**src/rtl/core/tdw_pkg.sv**
```systemverilog
// Shared constants and the token type of the terminal display width block.
// Used by the front classifier, the token queue and the back decoder.
package tdw_pkg;

	localparam int COUNT_BITS = 16;

	localparam logic [7:0] ESC_BYTE = 8'h1b;
	localparam logic [7:0] CSI_BYTE = 8'h5b;
	localparam logic [7:0] FINAL_LO = 8'h40;
	localparam logic [7:0] FINAL_HI = 8'h7e;

	localparam int QUEUE_DEPTH = 4;
	localparam int QUEUE_PTR_W = $clog2(QUEUE_DEPTH);
	localparam int QUEUE_CNT_W = $clog2(QUEUE_DEPTH + 1);

	// One beat from front to back: an optional ESC passed through ahead of
	// an optional byte, and the end-of-string mark.
	typedef struct packed {
		logic       esc_first;
		logic       byte_valid;
		logic [7:0] data;
		logic       last;
	} tdw_token_t;

endpackage

```
**src/rtl/core/terminal_display_width.sv**
```systemverilog
// Top level of the terminal display width block.
// Depends on tdw_pkg, tdw_front, tdw_queue and tdw_back.
//
// Usage:
//   Input queue: drive text_byte and last_byte with push high; a beat is
//   taken at a clock edge where push is high and full is low. Set last_byte
//   on the final byte of each string.
//   Result slot: while empty is low, column_count and count_saturated hold
//   the result of the oldest finished string; pop it with pop high.
// Throughput: one byte per cycle while full is low. The per-byte decode
//   (two chained decoder steps, a wide range check and one saturating add)
//   is combinational. Result: the back stage registers a string's result
//   in the output slot when it takes the end-of-string token from the queue.
// Stall: the back stage holds an end-of-string token while an earlier result
//   still waits; the four-entry token queue keeps absorbing bytes until it
//   fills, then full rises. Later bytes wait in the queue during the stall.
// Reset: arst_n low clears the escape and control-sequence flags, the held
//   byte count, the counter and the result slot. No warm-up is needed.
module terminal_display_width
	import tdw_pkg::*;
(
	input  logic        clk,
	input  logic        arst_n,
	input  logic        push,
	output logic        full,
	input  logic [7:0]  text_byte,
	input  logic        last_byte,
	output logic        empty,
	input  logic        pop,
	output logic [15:0] column_count,
	output logic        count_saturated
);

	logic       accept;
	logic       tok_push;
	tdw_token_t front_tok;
	tdw_token_t head_tok;
	logic       q_empty;
	logic       tok_take;

	// the front keeps only two flag bits, so it stalls only on a full queue
	assign accept = push && !full;

	tdw_front u_front (
		.clk       (clk),
		.arst_n    (arst_n),
		.accept    (accept),
		.text_byte (text_byte),
		.last_byte (last_byte),
		.tok_push  (tok_push),
		.tok       (front_tok)
	);

	// dropped control-sequence bytes enter the queue only as an end-of-string mark
	tdw_queue u_queue (
		.clk      (clk),
		.arst_n   (arst_n),
		.push     (tok_push),
		.push_tok (front_tok),
		.full     (full),
		.pop      (tok_take),
		.empty    (q_empty),
		.head_tok (head_tok)
	);

	tdw_back u_back (
		.clk             (clk),
		.arst_n          (arst_n),
		.tok_valid       (!q_empty),
		.tok             (head_tok),
		.tok_take        (tok_take),
		.empty           (empty),
		.pop             (pop),
		.column_count    (column_count),
		.count_saturated (count_saturated)
	);

endmodule

```
**src/rtl/core/tdw_front.sv**
```systemverilog
// Front classifier: strips ESC-[ control sequences and emits tokens.
// Depends on tdw_pkg for the byte codes and the token type.
module tdw_front
	import tdw_pkg::*;
(
	input  logic       clk,
	input  logic       arst_n,
	input  logic       accept,
	input  logic [7:0] text_byte,
	input  logic       last_byte,
	output logic       tok_push,
	output tdw_token_t tok
);

	logic esc_q, csi_q;
	logic esc_d, csi_d;

	always_comb begin
		esc_d          = esc_q;
		csi_d          = csi_q;
		tok.esc_first  = 1'b0;
		tok.byte_valid = 1'b0;
		tok.data       = text_byte;
		tok.last       = last_byte;
		if (csi_q) begin
			// drop everything up to and including the final byte
			if (text_byte >= FINAL_LO && text_byte <= FINAL_HI) csi_d = 1'b0;
		end else if (esc_q) begin
			esc_d = 1'b0;
			if (text_byte == CSI_BYTE) begin
				csi_d = 1'b1;
			end else begin
				tok.esc_first = 1'b1;
				if (text_byte == ESC_BYTE && !last_byte) esc_d = 1'b1;
				else tok.byte_valid = 1'b1;
			end
		end else begin
			if (text_byte == ESC_BYTE && !last_byte) esc_d = 1'b1;
			else tok.byte_valid = 1'b1;
		end
		if (last_byte) begin
			esc_d = 1'b0;
			csi_d = 1'b0;
		end
	end

	assign tok_push = accept && (tok.esc_first || tok.byte_valid || tok.last);

	always_ff @(posedge clk or negedge arst_n) begin
		if (!arst_n) begin
			esc_q <= 1'b0;
			csi_q <= 1'b0;
		end else if (accept) begin
			esc_q <= esc_d;
			csi_q <= csi_d;
		end
	end

endmodule

```
**src/rtl/core/tdw_queue.sv**
```systemverilog
// Short token queue that decouples the front classifier from the back decoder.
// Depends on tdw_pkg for the token type and queue depth.
module tdw_queue
	import tdw_pkg::*;
(
	input  logic       clk,
	input  logic       arst_n,
	input  logic       push,
	input  tdw_token_t push_tok,
	output logic       full,
	input  logic       pop,
	output logic       empty,
	output tdw_token_t head_tok
);

	tdw_token_t             mem_q [QUEUE_DEPTH];
	logic [QUEUE_PTR_W-1:0] wr_ptr_q, rd_ptr_q;
	logic [QUEUE_CNT_W-1:0] count_q;

	logic do_push, do_pop;

	assign full     = (count_q == QUEUE_CNT_W'(QUEUE_DEPTH));
	assign empty    = (count_q == '0);
	assign do_push  = push && !full;
	assign do_pop   = pop && !empty;
	assign head_tok = mem_q[rd_ptr_q];

	always_ff @(posedge clk) begin
		if (do_push) mem_q[wr_ptr_q] <= push_tok;
	end

	always_ff @(posedge clk or negedge arst_n) begin
		if (!arst_n) begin
			wr_ptr_q <= '0;
			rd_ptr_q <= '0;
			count_q  <= '0;
		end else begin
			if (do_push) wr_ptr_q <= (wr_ptr_q == QUEUE_PTR_W'(QUEUE_DEPTH - 1)) ? '0
				: wr_ptr_q + QUEUE_PTR_W'(1);
			if (do_pop) rd_ptr_q <= (rd_ptr_q == QUEUE_PTR_W'(QUEUE_DEPTH - 1)) ? '0
				: rd_ptr_q + QUEUE_PTR_W'(1);
			if (do_push && !do_pop) count_q <= count_q + QUEUE_CNT_W'(1);
			else if (do_pop && !do_push) count_q <= count_q - QUEUE_CNT_W'(1);
		end
	end

	a_count_bound: assert property (@(posedge clk) disable iff (!arst_n)
		count_q <= QUEUE_CNT_W'(QUEUE_DEPTH))
		else $error("token queue count out of range");

	a_full_holds: assert property (@(posedge clk) disable iff (!arst_n)
		full && !pop |=> full)
		else $error("token queue lost an entry while full");

	a_push_grows: assert property (@(posedge clk) disable iff (!arst_n)
		push && !full && !pop |=> !empty)
		else $error("token queue empty after a push");

endmodule

```
**src/rtl/core/tdw_back.sv**
```systemverilog
// Back decoder: UTF-8 lead tracking, wide range check, saturating column count.
// Depends on tdw_pkg for the token type, ESC code and counter width.
module tdw_back
	import tdw_pkg::*;
(
	input  logic        clk,
	input  logic        arst_n,
	input  logic        tok_valid,
	input  tdw_token_t  tok,
	output logic        tok_take,
	output logic        empty,
	input  logic        pop,
	output logic [15:0] column_count,
	output logic        count_saturated
);

	localparam int SHOW_W = (COUNT_BITS > 16) ? COUNT_BITS : 16;

	typedef struct packed {
		logic [1:0] cnt;
		logic [1:0] need;
		logic [7:0] b0;
		logic [7:0] b1;
		logic [7:0] b2;
	} pend_t;

	typedef struct packed {
		pend_t      st;
		logic [1:0] cols;
	} feed_t;

	function automatic logic [1:0] lead_need(logic [7:0] c);
		if (c[7:5] == 3'b110) return 2'd1;
		if (c[7:4] == 4'b1110) return 2'd2;
		if (c[7:3] == 5'b11110) return 2'd3;
		return 2'd0;
	endfunction

	function automatic logic is_wide(logic [20:0] cp);
		return (cp >= 21'h1100 && cp <= 21'h115F) ||
			(cp >= 21'h2E80 && cp <= 21'hA4CF && cp != 21'h303F) ||
			(cp >= 21'hAC00 && cp <= 21'hD7A3) ||
			(cp >= 21'hF900 && cp <= 21'hFAFF) ||
			(cp >= 21'hFE10 && cp <= 21'hFE19) ||
			(cp >= 21'hFE30 && cp <= 21'hFE6F) ||
			(cp >= 21'hFF00 && cp <= 21'hFF60) ||
			(cp >= 21'hFFE0 && cp <= 21'hFFE6) ||
			(cp >= 21'h20000 && cp <= 21'h3FFFD);
	endfunction

	// One byte into the decoder: count ASCII, hold a lead, drop a stray byte, append or complete.
	function automatic feed_t feed(pend_t st, logic [7:0] c);
		feed_t       r;
		logic [20:0] cp;
		r      = '{st: st, cols: 2'd0};
		cp     = '0;
		if (st.cnt == 2'd0) begin
			if (!c[7]) begin
				r.cols = 2'd1;
			end else if (lead_need(c) != 2'd0) begin
				r.st.b0   = c;
				r.st.cnt  = 2'd1;
				r.st.need = lead_need(c);
			end
		end else if (st.cnt >= st.need) begin
			unique case (st.need)
				2'd1:    cp = {10'd0, st.b0[4:0], c[5:0]};
				2'd2:    cp = {5'd0, st.b0[3:0], st.b1[5:0], c[5:0]};
				2'd3:    cp = {st.b0[2:0], st.b1[5:0], st.b2[5:0], c[5:0]};
				default: cp = '0;
			endcase
			r.cols    = is_wide(cp) ? 2'd2 : 2'd1;
			r.st.cnt  = 2'd0;
			r.st.need = 2'd0;
		end else begin
			if (st.cnt == 2'd1) r.st.b1 = c;
			else r.st.b2 = c;
			r.st.cnt = st.cnt + 2'd1;
		end
		return r;
	endfunction

	pend_t                 pend_q;
	logic [COUNT_BITS-1:0] total_q;
	logic                  ovf_q;
	logic                  out_valid_q;
	logic [15:0]           out_count_q;
	logic                  out_sat_q;

	feed_t                 f1, f2;
	pend_t                 s1, s2;
	logic [1:0]            c1, c2, cf;
	logic [2:0]            inc;
	logic [COUNT_BITS:0]   sum;
	logic [COUNT_BITS-1:0] total_d;
	logic                  ovf_d;
	logic [SHOW_W-1:0]     wide_total;
	logic [15:0]           shown;

	always_comb begin
		f1 = feed(pend_q, ESC_BYTE);
		s1 = tok.esc_first ? f1.st : pend_q;
		c1 = tok.esc_first ? f1.cols : 2'd0;
		f2 = feed(s1, tok.data);
		s2 = tok.byte_valid ? f2.st : s1;
		c2 = tok.byte_valid ? f2.cols : 2'd0;

		// end of string: drop a partial lead, decode the held bytes again
		cf = 2'd0;
		if (tok.last) begin
			if (s2.cnt == 2'd2) begin
				cf = {1'b0, !s2.b1[7]};
			end else if (s2.cnt == 2'd3) begin
				if (!s2.b1[7]) cf = 2'd1 + {1'b0, !s2.b2[7]};
				else if (lead_need(s2.b1) == 2'd1) cf = 2'd1;
				else cf = {1'b0, !s2.b2[7]};
			end
		end

		inc     = {1'b0, c1} + {1'b0, c2} + {1'b0, cf};
		sum     = {1'b0, total_q} + (COUNT_BITS + 1)'(inc);
		total_d = sum[COUNT_BITS] ? '1 : sum[COUNT_BITS-1:0];
		ovf_d   = ovf_q | sum[COUNT_BITS];

		wide_total = SHOW_W'(total_d);
		shown      = (wide_total > SHOW_W'(17'h0FFFF)) ? 16'hFFFF : wide_total[15:0];
	end

	// hold a result-bearing token while the output slot is occupied and not being popped
	assign tok_take = tok_valid && (!tok.last || !out_valid_q || pop);
	assign empty    = !out_valid_q;

	assign column_count    = out_count_q;
	assign count_saturated = out_sat_q;

	always_ff @(posedge clk or negedge arst_n) begin
		if (!arst_n) begin
			pend_q      <= '0;
			total_q     <= '0;
			ovf_q       <= 1'b0;
			out_valid_q <= 1'b0;
		end else begin
			if (tok_take) begin
				if (tok.last) begin
					pend_q.cnt  <= 2'd0;
					pend_q.need <= 2'd0;
					total_q     <= '0;
					ovf_q       <= 1'b0;
				end else begin
					pend_q  <= s2;
					total_q <= total_d;
					ovf_q   <= ovf_d;
				end
			end
			if (tok_take && tok.last) out_valid_q <= 1'b1;
			else if (pop) out_valid_q <= 1'b0;
		end
	end

	always_ff @(posedge clk) begin
		if (tok_take && tok.last) begin
			out_count_q <= shown;
			out_sat_q   <= ovf_d;
		end
	end

	a_pend_consistent: assert property (@(posedge clk) disable iff (!arst_n)
		pend_q.cnt != 2'd0 |-> (pend_q.need != 2'd0 && pend_q.cnt <= pend_q.need))
		else $error("held byte count exceeds lead length");

	a_clear_after_end: assert property (@(posedge clk) disable iff (!arst_n)
		tok_take && tok.last |=> (total_q == '0 && !ovf_q && pend_q.cnt == 2'd0 && !empty))
		else $error("string state not cleared after result");

	a_no_overwrite: assert property (@(posedge clk) disable iff (!arst_n)
		out_valid_q && !pop |=> out_valid_q && $stable(out_count_q) && $stable(out_sat_q))
		else $error("waiting result changed before pop");

endmodule
```
**config.mk**
```make
export PLATFORM = sky130hd
export DESIGN_NAME = terminal_display_width
export DESIGN_NICKNAME = d
export VERILOG_FILES = /design/src/rtl/core/tdw_pkg.sv /design/src/rtl/core/terminal_display_width.sv /design/src/rtl/core/tdw_front.sv /design/src/rtl/core/tdw_queue.sv /design/src/rtl/core/tdw_back.sv
export SDC_FILE = /design/constraint.sdc
export NUM_CORES = 1
export LEC_CHECK = 0
export ABC_AREA = 1
export BUFFER_PORTS_ARGS = -buffer_cell sky130_fd_sc_hd__clkbuf_2
export CORE_UTILIZATION = 40
export CTS_BUF_LIST = sky130_fd_sc_hd__clkbuf_8
export DETAILED_ROUTE_END_ITERATION = 8
export GPL_ROUTABILITY_DRIVEN = 0
export MAX_ROUTING_LAYER = met4
export PLACE_DENSITY = 0.55
export SLEW_MARGIN = 0
export SYNTH_ARGS = -nofsm -noshare
export SYNTH_HDL_FRONTEND = slang
export SYNTH_SLANG_ARGS = --single-unit
```
**constraint.sdc**
```tcl
create_clock -name clk -period 5.15 [get_ports clk]
set_clock_uncertainty 0.05 [all_clocks]
set_input_delay 0.515 -clock clk [delete_from_list [all_inputs] [get_ports clk]]
set_output_delay 0.515 -clock clk [all_outputs]
set_load 0.1 [all_outputs]
```
Word-level counts from Yosys, hierarchy flattened
Memories as Yosys holds them, arrays and structs flattened.
Cells that the tools add are included.
{ "op_classes": {"n_mux": 129, "n_addsub": 10, "bitwise_logic": 2, "n_reduce_logical": 67, "n_eq_ne": 25, "magnitude_cmp": 41} }
{ "ops": {"columns": ["cell", "n"], "rows": [
  ["$le 21x16->1 const B", 14],
  ["$ge 21x16->1 const B", 12],
  ["$pmux 21 s3", 2],
  ["$mux 16", 6],
  ["$mux 21", 4],
  ["$mux 2", 41],
  ["$mux 1", 62],
  ["$mux 28", 2],
  ["$ge 21x13->1 const B", 2],
  ["$ge 21x14->1 const B", 2],
  ["$ge 21x18->1 const B", 2],
  ["$le 21x13->1 const B", 2],
  ["$le 21x18->1 const B", 2],
  ["$ne 21x14->1 const B", 2],
  ["$mux 8", 5],
  ["$logic_and 1x1->1", 30],
  ["$mux 12", 2],
  ["$logic_or 1x1->1", 20],
  ["$add 16x3->17", 1],
  ["$eq 2x2->1 const B", 8],
  ["$gt 16x16->1 const B", 1],
  ["$mux 4", 3],
  ["$eq 2x1->1 const B", 5],
  ["$eq 5x5->1 const B", 2],
  ["other kinds (22)", 42]
]} }
{ "totals": {"word_cells": 290, "ram_bits": 44, "mem_count": 1, "reg_bits": 72} }
{ "mem_list": {"columns": ["memory", "words", "word_bits", "read_ports", "rd_clocked_by_memory_dff", "write_ports", "line", "rtl"], "rows": [
  ["u_queue.mem_q", 4, 11, 1, 0, 1, "tdw_queue.sv:16", "tdw_token_t mem_q [QUEUE_DEPTH];"]
]} }

Longest topological paths before layout
Gate-level depths: netlist of run 1.
{ "logic_depth": {"ltp_word": 73, "mapped_depth": 43, "ltp_nobuf": 42} }

Cells and area by module
A second synthesis of run 1 with hierarchy kept.
{ "hier_totals": {"hier_cells": 975, "area_unflattened_um2": 7418.4} }
{ "modules_own_cells": {"columns": ["module", "area_each_um2", "cells_each", "n_inst", "seq_area_each_um2"], "rows": [
  ["tdw_back", 4877.2, 737, 1, 1561.5],
  ["tdw_queue", 2225.9, 189, 1, 1496.4],
  ["tdw_front", 301.5, 46, 1, 50.0],
  ["terminal_display_width", 13.8, 3, 1, 0.0]
]} }

Worst setup path before layout of run 1
Ideal clock, no wire load.
{ "synth_path": {"path_kind": "register -> register", "from": "register u_back.pend_q[25] (netlist name)", "to": "register u_back.out_count_q[13] (netlist: u_back.column_count[13]) (data pin)", "path_slack_ns": -0.168, "path_buffers": 0, "stages_incl_launch_ff": 36, "t_required_ns": 4.970, "arrival_ns": 5.138, "cell_sequence": "dfrtp_1 > inv_2 > ha_1 > nand2_1 > nand3_2 > inv_1 > nand3_1 > o21ai_0 > inv_1 > ha_1 > nor2_1 > inv_1 > nor2_1 > nand2_1 > nand3_1 > o21ai_0 > inv_1 > nand2_1 > nor4_1 > fa_1 > ha_1 > inv_1 > fa_1 > inv_1 > nand2_1 > nand2_1 > nand3_1 > nor2_1 > inv_1 > nor3_1 > inv_1 > nor2_1 > inv_1 > o21ai_0 > a21oi_1 > inv_1"} }
{ "synth_via": {"elab_chain_len": 34, "elab_cells_between_ends": 160, "cone_classes": "add/sub (5); order compare (39); eq/ne (15); mux (62); reduce/logical (39)"} }
{ "synth_lines": {"columns": ["element", "line", "rtl"], "rows": [
  ["start: declaration", "tdw_back.sv:83", "pend_t pend_q;"],
  ["$ge 2x2->1", "tdw_back.sv:65", "end else if (st.cnt >= st.need) begin"],
  ["$mux 2", "tdw_back.sv:65", null],
  ["$mux 4", "tdw_back.sv:57", "if (st.cnt == 2'd0) begin"],
  ["$mux 28", "tdw_back.sv:102", "s1 = tok.esc_first ? f1.st : pend_q;"],
  ["$eq 2x1->1", "tdw_back.sv:76", "if (st.cnt == 2'd1) r.st.b1 = c;"],
  ["$mux 8", "tdw_back.sv:76", null],
  ["$mux 16", "tdw_back.sv:65", null],
  ["$mux 16", "tdw_back.sv:57", null],
  ["(+19 left out)", null, null],
  ["$mux 2", "tdw_back.sv:113", "end else if (s2.cnt == 2'd3) begin"],
  ["$mux 2", "tdw_back.sv:111", "if (s2.cnt == 2'd2) begin"],
  ["$mux 2", "tdw_back.sv:110", "if (tok.last) begin"],
  ["$add 3x2->3 *", "tdw_back.sv:120", "inc = {1'b0, c1} + {1'b0, c2} + {1'b0, cf};"],
  ["$add 16x3->17 *", "tdw_back.sv:121", "sum = {1'b0, total_q} + (COUNT_BITS + 1)'(inc);"],
  ["$mux 16 *", "tdw_back.sv:122", "total_d = sum[COUNT_BITS] ? '1 : sum[COUNT_BITS-1:0];"],
  ["via u_back.total_d[13]", "tdw_back.sv:95", "logic [COUNT_BITS-1:0] total_d;"],
  ["$gt 16x16->1", "tdw_back.sv:126", "shown = (wide_total > SHOW_W'(17'h0FFFF)) ? 16'hFFFF : wide_total[15:0];"],
  ["end signal: assignment", "tdw_back.sv:162", "out_count_q <= shown;"],
  ["end: declaration", "tdw_back.sv:87", "logic [15:0] out_count_q;"]
]} }
Mark *: on every way through the listed nets, which the timed path passes. The rest lies on a longest branch. The select of a mux whose other input is x is not followed.
A chain may end at the register's enable or synchronous reset.

Worst setup path after layout of run 1
{ "layout_path": {"from": "register u_back.pend_q[27] (netlist name)", "to": "register u_back.total_q[2]"} }
{ "layout_via": {"elab_chain_len": 34, "elab_cells_between_ends": 121, "cone_classes": "add/sub (6); order compare (20); eq/ne (12); mux (61); reduce/logical (22)"} }
{ "layout_lines": {"columns": ["element", "line", "rtl"], "rows": [
  ["$add 2x1->2 (tied with other cells)", "tdw_back.sv:78", "r.st.cnt = st.cnt + 2'd1;"],
  ["$mux 2 or $mux 8 (tied branches)", "tdw_back.sv:65, tdw_back.sv:76", null],
  ["$mux 4 or $mux 16 (tied branches)", "tdw_back.sv:57, tdw_back.sv:65", null],
  ["$mux 28 or $mux 16 (tied branches)", "tdw_back.sv:102, tdw_back.sv:57", null],
  ["$eq 2x1->1 or $mux 28 (tied branches)", "tdw_back.sv:76, tdw_back.sv:102", null],
  ["$mux 8", "tdw_back.sv:76", null],
  ["$mux 16", "tdw_back.sv:65", null],
  ["$mux 16", "tdw_back.sv:57", null],
  ["(+18 left out)", null, null],
  ["$mux 2", "tdw_back.sv:114", "if (!s2.b1[7]) cf = 2'd1 + {1'b0, !s2.b2[7]};"],
  ["$mux 2", "tdw_back.sv:113", null],
  ["$mux 2", "tdw_back.sv:111", null],
  ["$mux 2", "tdw_back.sv:110", null],
  ["$add 3x2->3 *", "tdw_back.sv:120", null],
  ["$add 16x3->17 *", "tdw_back.sv:121", null],
  ["$mux 16 *", "tdw_back.sv:122", null],
  ["$mux 16 *", "tdw_back.sv:144", "if (tok.last) begin"],
  ["end signal: assignment", "tdw_back.sv:151", "total_q <= total_d;"],
  ["end: declaration", "tdw_back.sv:84", "logic [COUNT_BITS-1:0] total_q;"]
]} }
Every way passes the cells marked *; elsewhere a longest branch is shown, timed or not. The select of a mux whose other input is x is not followed.

==> results of run 1 <==
==> final cells by class <==
class,count,area [um2]
fill,1592,7800
multi-input combinational,680,4320
sequential,112,3110
timing repair buffer,219,1650
inverter,150,576
tap,229,287
clock buffer,9,124
clock inverter,7,93.8
==> registers in the layout, summed over array words and instances (netlist names) <==
signal / count
u_queue.count_q: 3
u_back.total_q: 16
u_back.count_saturated: 1
u_queue.rd_ptr_q: 2
u_back.out_valid_q: 1
u_front.csi_q: 1
u_back.f1: 5
u_back.ovf_q: 1
u_front.esc_q: 1
u_back.pend_q: 19
u_queue.mem_q: 44
u_back.column_count: 16
u_queue.wr_ptr_q: 2
==> where the power goes <==
group          total (W)  switching (W)  internal, W
sequential       0.00137       0.000138      0.00123
combinational    0.00371        0.00241      0.00131
clock           0.000579       0.000338     0.000241
==> metrics by stage <==
stage                     hold WS, ps  cell area, um2  setup WS [ps]
after CTS                         224            9580           -254
after global placement            419            8790           -654
after global routing              262           10200           -531
after detailed placement          435            8790           -667
final                             206           10200           -326
after floorplan                   169            7350           32.4
==> logic make-up (layout without fill, tap and decap cells) <==
| logic type | Yosys count | in the layout | synth area share [%] |
|---|---|---|---|
| flops | 112 | 112 | 42.4 |
| mux | 2 | 2 | 0.307 |
| xor+xnor | 9 | 9 | 1.07 |
| fa+ha+maj | 21 | 21 | 3.99 |
| compound gates | 154 | 154 | 12.1 |
| simple gates | 492 | 494 | 31.0 |
| buf+inv | 167 | 385 | 9.17 |
==> worst paths after layout <==
check | slack, ps | cells past startpoint | start | end
min in group clk | 260 | 2 | pop | u_back.out_valid_q
max in group asynchronous | 4330 | 2 | arst_n | u_queue.rd_ptr_q[0]
max | -330 | 37 | u_back.pend_q[27] | u_back.total_q[2]
min | 210 | 2 | arst_n | u_queue.count_q[2]
max reg2reg | -330 | 37 | u_back.pend_q[27] | u_back.total_q[2]
min reg2reg | 460 | 2 | u_back.pend_q[7] | u_back.pend_q[7]
==> metal layers <==
| metal | wire [um] | vias up | global-route usage (%) |
|---|---|---|---|
| met1 | 10200 | 3453 | 32.8 |
| li1 | - | 3605 | - |
| met5 | 0 | - | - |
| met4 | 323 | 0 | 5.98 |
| met3 | 1210 | 25 | 4.82 |
| met2 | 10800 | 204 | 38.3 |
==> cell usage after synthesis, types with 5 or more instances <==
master | n | share of area [%]
ha_1 | 17 | 2.9
a31oi_1 | 5 | 0.43
edfxtp_1 | 61 | 25
o211ai_1 | 11 | 1.1
inv_1 | 140 | 7.2
nand3_1 | 62 | 4.2
dfrtp_1 | 51 | 17
nand2_2 | 10 | 0.85
nand3_2 | 9 | 1.2
o22ai_1 | 21 | 1.8
o21ai_0 | 68 | 4.6
nor2_1 | 121 | 6.2
nand4_1 | 17 | 1.4
buf_2 | 6 | 0.41
nor3_1 | 20 | 1.4
a21oi_1 | 30 | 2.0
xor2_1 | 6 | 0.72
inv_2 | 9 | 0.46
nor2_4 | 8 | 1.2
nand2_1 | 219 | 11
nor4_1 | 5 | 0.43
clkbuf_1 | 5 | 0.26
==> worst max-delay path: cells and delay by family, from the launching register on <==
kind / cells / cell delay, ps
AOI/OAI and AO/OA: 1 / 140
xor gates and xnor gates: 1 / 160
adders and majority gates: 4 / 1310
buffers and inverters: 8 / 890
DFF: 1 / 440
and+or+nand+nor: 23 / 2420
==> what timing repair did <==
| action | CTS | global route |
|---|---|---|
| gates resized for setup | 91 | 121 |
| gates cloned | 2 | 0 |
| buffers inserted | 26 | 19 |
| setup endpoints to repair | 34 | 34 |
| pin swaps | 37 | 72 |
==> results.json, run 1 <==
{
  "stdcell_count": 1406,
  "violations": "negative setup slack",
  "slew_viol_final": 0,
  "overflow": 0,
  "cts_hold_buf": 0,
  "cts_buffer_depth": 2,
  "hold_viol_final": 0,
  "dpl.cell_count": 1344,
  "routedWlPerCell_um": 16.0,
  "synth-seq-area-share_pct": 42.4,
  "avgViaCountPerCell": 5.18,
  "die_w_um": 137,
  "drv_cap": 0,
  "status": "finished, violations left",
  "final.period_utilization_pct": 106,
  "ant_nets": 0,
  "cts_tree": "built",
  "die_area_um2": 18900,
  "cp.required_ps": 5430,
  "arrival_ps": 5760,
  "diodes": 0,
  "tns_ps": -8230,
  "path_class": "flip-flop to flip-flop",
  "area_growth_pct": 38.5,
  "ys.warnings.count": 0,
  "final_cell_mix": "nand2_1, buf_4, inv_1",
  "grt_usage_pct": 24.6,
  "grt_first_pass_wirelength_um": 34400,
  "crit_slowest_cell": "fa_1",
  "max-slew-margin-rel_pct": 23.5,
  "netlist_area_um2": 7340,
  "core.rowCount": 49,
  "clock_latency_ps": 400,
  "fmax_mhz": 183,
  "htreeDepth": 3,
  "ys_ff_latch": 112,
  "period_needed_ps": 5480,
  "end_kind": "flip-flop",
  "synth_edf_count": 61,
  "first_pass_iters": 5,
  "min_path_type": "input pin to asynchronous set/reset pin",
  "clock_sinks": 112,
  "synthDistinctLibCells": 51,
  "clkTransAtPathRegs_ps": 120,
  "place_hpwl_um": 15800,
  "finalWorstSetupSlack_ps": -326,
  "grt_max_degree": 52,
  "utilization_pct": 56.6,
  "power_density_nw_per_um2": 557,
  "antenna_found_initial": 0,
  "mostFrequentLayoutCell": "nand2_1",
  "routed_wl_um": 22500,
  "cts_buffers": 9,
  "die_y_um": 137,
  "drc": 0,
  "slowest_delay_ps": 500,
  "start_util_pct": 40.8,
  "p_leak_nw": 4.70,
  "grt_pass1_vias": 6729,
  "power.total_w": 0.00566,
  "synthArstFlopShare_pct": 45.5,
  "setup-violations-final": 34,
  "cts-root-buf": "clkbuf_8",
  "port_buffers": 31,
  "cp_max_fo": 5,
  "syn_area_per_cell_um2": 7.67,
  "dr_total_vias": 7287,
  "drive_above_1_share_pct": 36.0,
  "worst_pin_slew_ps": 1140,
  "io-pin-count": 32,
  "synth_cells": 957,
  "rsz0062_at_grt": "true",
  "core_area_um2": 18000,
  "nets": 1206,
  "drtIter0Drc": 602,
  "ys.flop_type": "edfxtp_1",
  "synth_fp_nets": 991,
  "cp-start-kind": "flip-flop",
  "ir_worst_vdd_uv": 352
}
(Power assumes the default switching activity.)
==> inputs of run 2 (changes only) <==
CELL_PAD_IN_SITES_DETAIL_PLACEMENT = 0   (was unset)
CELL_PAD_IN_SITES_GLOBAL_PLACEMENT = 2   (was unset)
CORE_UTILIZATION = 35   (was 40)
PLACE_DENSITY = 0.76   (was 0.55)
==> results.json, run 2 (synthesis results as in run 1) <==
{
  "max-slew-margin-rel_pct": 28.4,
  "area_growth_pct": 42.0,
  "ant_nets": 0,
  "crit_slowest_cell": "fa_1",
  "grt_max_degree": 52,
  "slowest_delay_ps": 560,
  "drive_above_1_share_pct": 37.0,
  "violations": "negative setup slack",
  "stdcell_count": 1483,
  "rsz0062_at_grt": "true",
  "clkTransAtPathRegs_ps": 120,
  "path_class": "flip-flop to flip-flop",
  "largest-register": "u_queue.mem_q",
  "dpl.cell_count": 1401,
  "io-pin-count": 32,
  "power_density_nw_per_um2": 547,
  "p_leak_nw": 4.84,
  "cp-start-kind": "flip-flop",
  "drv_cap": 0,
  "place_area_um2": 8960,
  "antenna_found_initial": 0,
  "grt_pass1_vias": 7019,
  "core.rowCount": 52,
  "finalWorstSetupSlack_ps": -265,
  "die_y_um": 147,
  "multi_input_area_um2": 4270,
  "setup-violations-final": 34,
  "diodes": 0,
  "nets": 1242,
  "die_w_um": 147,
  "clock_latency_ps": 400,
  "port_buffers": 31,
  "reg.largest.list": "u_queue.mem_q (44), u_back.pend_q (19)",
  "final.period_utilization_pct": 105,
  "ir_worst_vdd_uv": 458,
  "power.total_w": 0.00569,
  "final_cell_mix": "buf_4, nand2_1, inv_1",
  "htreeDepth": 3,
  "largest_reg_flops": 44,
  "slew_viol_final": 0,
  "mostFrequentLayoutCell": "buf_4",
  "drtIter0Drc": 382,
  "cts_tree": "built",
  "grt_first_pass_wirelength_um": 37400,
  "start_util_pct": 36.0,
  "fmax_mhz": 185,
  "min_path_type": "input pin to asynchronous set/reset pin",
  "cts-root-buf": "clkbuf_8",
  "end_kind": "flip-flop",
  "final.fill_count": 2006,
  "cp.required_ps": 5270,
  "die_area_um2": 21500,
  "arrival_ps": 5540,
  "fin_area_um2": 10400,
  "overflow": 0,
  "dr_total_vias": 7244,
  "routedWlPerCell_um": 15.9,
  "routed_wl_um": 23600,
  "place_ws_ps": -693,
  "seq_area_um2": 3110,
  "core_area_um2": 20400,
  "status": "finished, violations left",
  "worst_pin_slew_ps": 1070,
  "first_pass_iters": 4,
  "cts_buffers": 9,
  "avgViaCountPerCell": 4.88,
  "place_hpwl_um": 17200,
  "grt_usage_pct": 22.9,
  "cp_max_fo": 4,
  "tns_ps": -5490,
  "cts_buffer_depth": 2,
  "period_needed_ps": 5420,
  "drc": 0,
  "hold_viol_final": 0,
  "clock_sinks": 112
}
[run 2: repair_timing]
| action | in CTS | in global routing |
|---|---|---|
| buffers inserted | 51 | 18 |
| pin swaps | 47 | 48 |
| gates resized for setup | 119 | 94 |
| hold endpoints to repair | 0 | 0 |
| cloned | 1 | 0 |
| setup endpoints to repair | 34 | 35 |
| hold buffers | 0 | 0 |
[run 2: through the flow]
| stage | hold WS, ps | utilization, % |
|---|---|---|
| global route | 227 | 51.1 |
| detailed placement | 424 | 44.0 |
| CTS | 211 | 48.9 |
| floorplan | 169 | - |
| global placement | 420 | 44.0 |
| finish | 183 | 51.1 |
[run 2: power breakdown]
group | switching [W] | internal (W) | total (W) | leakage [nW]
sequential | 0.000120 | 0.00123 | 0.00135 | 1.22
combinational | 0.00244 | 0.00140 | 0.00383 | 3.52
clock | 0.000330 | 0.000181 | 0.000512 | 0.0976
total | 0.00289 | 0.00281 | 0.00569 | 4.84
[run 2: worst paths after layout]
check / cells after the start / start / slack, ps / end
setup / recovery: 37 / u_back.pend_q[26] / -270 / u_back.column_count[11]
hold / removal: 2 / arst_n / 180 / u_back.total_q[3]
setup reg to reg: 37 / u_back.pend_q[26] / -270 / u_back.column_count[11]
hold reg to reg: 2 / u_back.pend_q[14] / 440 / u_back.pend_q[14]
max in group asynchronous: 2 / arst_n / 4330 / u_queue.rd_ptr_q[0]
min in group clk: 2 / pop / 260 / u_back.out_valid_q
[run 2: area by class of cell]
| type | count | share of cell area [%] |
|---|---|---|
| Tap cell | 270 | 3.24 |
| Sequential cell | 112 | 29.9 |
| Clock buffer | 9 | 1.19 |
| Timing Repair Buffer | 256 | 18.6 |
| Multi-Input combinational cell | 679 | 41.0 |
| Clock inverter | 7 | 0.493 |
| Inverter | 150 | 5.60 |
[run 2: worst max-delay path: cells and delay by family (launching register included)]
family	cells	cell delay (ps)
simple gates	18	1770
fa+ha+maj	4	1130
xor+xnor	2	320
compound gates	1	250
flops	1	370
buf+inv	12	1240
[run 2: metal layers]
layer,track usage (%),wire length [um]
met1,31.2,11400
met2,36.2,11200
met3,2.80,702
met4,5.52,303
met5,-,0
==> inputs of run 3 (changes only) <==
CELL_PAD_IN_SITES_DETAIL_PLACEMENT = 1   (was 0)
CELL_PAD_IN_SITES_GLOBAL_PLACEMENT = 1   (was 2)
CORE_UTILIZATION = 40   (was 35)
PLACE_DENSITY = 0.71   (was 0.76)
SYNTH_HIERARCHICAL = 1   (was unset)
==> results.json, run 3 <==
{
  "cts-root-buf": "clkbuf_8",
  "routed_wl_um": 25700,
  "synthMuxAreaShare_pct": 0.135,
  "avgViaCountPerCell": 5.25,
  "slew_viol_final": 0,
  "core_area_um2": 18100,
  "reg.largest.list": "u_queue/mem_q (44), u_back/pend_q (19)",
  "first_pass_iters": 4,
  "seqPwrFrac_pct": 27.2,
  "worstReg2RegStart": "u_queue/rd_ptr_q[0]",
  "hold_viol_final": 0,
  "drtIter0Drc": 335,
  "yosys.area.top_type": "edfxtp_1",
  "synth-xor-area-share_pct": 1.06,
  "core.rowCount": 49,
  "grt_first_pass_wirelength_um": 40300,
  "p_sw_share_pct": 51.5,
  "power.total_w": 0.00502,
  "synth_edf_count": 61,
  "hold_ws_ps": 207,
  "p_int_w": 0.00243,
  "ys.flop_type": "edfxtp_1",
  "grt_usage_pct": 27.4,
  "synth_fp_nets": 1009,
  "seq_area_um2": 3110,
  "violations": "negative setup slack",
  "die_y_um": 138,
  "synth_most_common_cell": "nand2_1",
  "ys_ff_latch": 112,
  "path_class": "flip-flop to flip-flop",
  "start_util_pct": 41.0,
  "final.fill_count": 2235,
  "die_area_um2": 19100,
  "diodes": 0,
  "dr_total_vias": 7439,
  "cts_buffer_depth": 2,
  "synth_cells": 975,
  "clkTransAtPathRegs_ps": 100,
  "synthTopCellsByCount": "nand2_1, inv_1, nor2_1, edfxtp_1, nand3_1",
  "slowest_delay_ps": 480,
  "synth_top_area_share_pct": 24.7,
  "power_density_nw_per_um2": 504,
  "htreeDepth": 3,
  "timing.rr.end": "u_back/total_q[14]",
  "grt_pass1_vias": 7842,
  "drv_cap": 0,
  "ant_nets": 0,
  "overflow": 0,
  "min_path_type": "input pin to asynchronous set/reset pin",
  "ir_worst_vdd_uv": 520,
  "switchingPower_w": 0.00258,
  "ys.warnings.count": 6,
  "period_needed_ps": 5830,
  "io-pin-count": 32,
  "cts_tree": "built",
  "antenna_found_initial": 0,
  "largest-register": "u_queue/mem_q",
  "cts_hold_buf": 0,
  "place_hpwl_um": 17500,
  "clock_sinks": 112,
  "p_leak_nw": 4.83,
  "largest_reg_flops": 44,
  "crit_slowest_cell": "fa_1",
  "port_buffers": 31,
  "rsz0062_at_grt": "true",
  "synthArstFlopShare_pct": 45.5,
  "arrival_ps": 6020,
  "clockPowerShare_pct": 10.7,
  "yosys.area_share.simple_pct": 29.2,
  "final.period_utilization_pct": 113,
  "p_comb_share_pct": 62.0,
  "synthAdderAreaFrac_pct": 3.95,
  "die_w_um": 138,
  "synth_top_family_by_area": "simple AND/OR/NAND/NOR gates",
  "setup-violations-final": 34,
  "cp_max_fo": 6,
  "status": "finished, violations left",
  "reg2reg_depth": 41,
  "drive_above_1_share_pct": 33.3,
  "worst_pin_slew_ps": 1140,
  "synthDistinctLibCells": 50,
  "max-slew-margin-rel_pct": 23.7,
  "synth_compound_area_share_pct": 11.7,
  "clock_latency_ps": 390,
  "cp-start-kind": "flip-flop",
  "cp.required_ps": 5340,
  "fmax_mhz": 172,
  "rrSetupSlack_ps": -680,
  "end_kind": "flip-flop",
  "path_common_cell": "buf_4",
  "routedWlPerCell_um": 18.2,
  "ys_top_cells_by_area": "edfxtp_1, dfrtp_1, nand2_1",
  "syn_area_per_cell_um2": 7.61,
  "synth-seq-area-share_pct": 41.9,
  "nets": 1218,
  "finalWorstSetupSlack_ps": -678,
  "netlist_area_um2": 7420,
  "cts_buffers": 9,
  "multi_input_area_um2": 3950,
  "area_growth_pct": 34.2,
  "grt_max_degree": 52,
  "drc": 0,
  "mostFrequentLayoutCell": "nand2_1",
  "final_cell_mix": "nand2_1, buf_4, inv_1"
}
## run 3: cell count changes after synthesis, moves of 14 or more
cell,before,now
inv_1,140,173
o21ai_0,68,49
a21oi_1,30,13
nor2_1,121,104
nand2_1,219,234
o211ai_1,11,25
## run 3: critical path, delay by kind of cell (launching register included)
family	cells	cell delay (ps)
adder cells (fa/ha/maj)	4	1170
AO/OA/AOI/OAI	7	690
AND/OR/NAND/NOR	16	1870
flip-flops	1	470
buffers and inverters	14	1400
## run 3: what timing repair did
| item | in CTS | in global routing |
|---|---|---|
| pin swaps | 43 | 43 |
| gates resized for setup | 76 | 62 |
| buffers inserted | 28 | 25 |
| gates cloned | 1 | 0 |
| endpoints found under the setup margin | 34 | 34 |
## run 3: layout make-up
cell class / count / share of cell area [%]
Multi-Input combinational cell: 652 / 39.7
Sequential cell: 112 / 31.2
Timing Repair Buffer: 226 / 17.2
Inverter: 183 / 6.98
Tap cell: 229 / 2.88
Clock buffer: 10 / 1.38
Clock inverter: 6 / 0.591
## run 3: how the worst max path moves through the flow
stage / endpoint / depth (start not counted) / slack, ps / start
floorplan: u_back/column_count[15] / 39 / -190 / u_queue/rd_ptr_q[0]
global placement: u_back/total_q[14] / 39 / -340 / u_back/pend_q[26]
detailed placement: u_back/total_q[14] / 39 / -590 / u_back/pend_q[26]
CTS: u_back/column_count[15] / 34 / -420 / u_queue/rd_ptr_q[0]
global route: u_back/total_q[14] / 42 / -970 / u_queue/rd_ptr_q[0]
finish: u_back/total_q[14] / 41 / -680 / u_queue/rd_ptr_q[0]
## run 3: stage by stage
step / worst slack (ps) / std cells / setup TNS, ps / util [%] / area (um2)
after global placement: -339 / 1351 / -3460 / 49.0 / 8850
after global routing: -973 / 1418 / -21880 / 55.0 / 9950
final: -678 / 1418 / -12940 / 55.0 / 9950
after CTS: -423 / 1394 / -4400 / 52.7 / 9540
after detailed placement: -592 / 1351 / -9070 / 49.0 / 8850
after floorplan: -186 / 975 / -764 / - / 7520
## run 3: cells by family after synthesis
kind of cell / count (synthesis)
simple gates: 481
buf+inv: 211
compound gates: 140
flops: 112
fa+ha+maj: 21
xor+xnor: 9
mux: 1
## run 3: per-layer routing
layer  up-vias  GRT usage (%)  wire length, um
met5         -              -                0
met4         0           9.76              648
met3        44           2.87              633
met2       134           48.5            13400
met1      3669           32.2            11100
li1       3592              -                -
## run 3: power by group through the flow
stage	clock network [W]	registers, W	logic (W)
final	0.000539	0.00137	0.00311
after global routing	0.000573	0.00139	0.00335
after CTS	0.000552	0.00136	0.00288
after detailed placement	0	0.00137	0.00274
after global placement	0	0.00136	0.00267
after floorplan	0	0.00184	0.00136
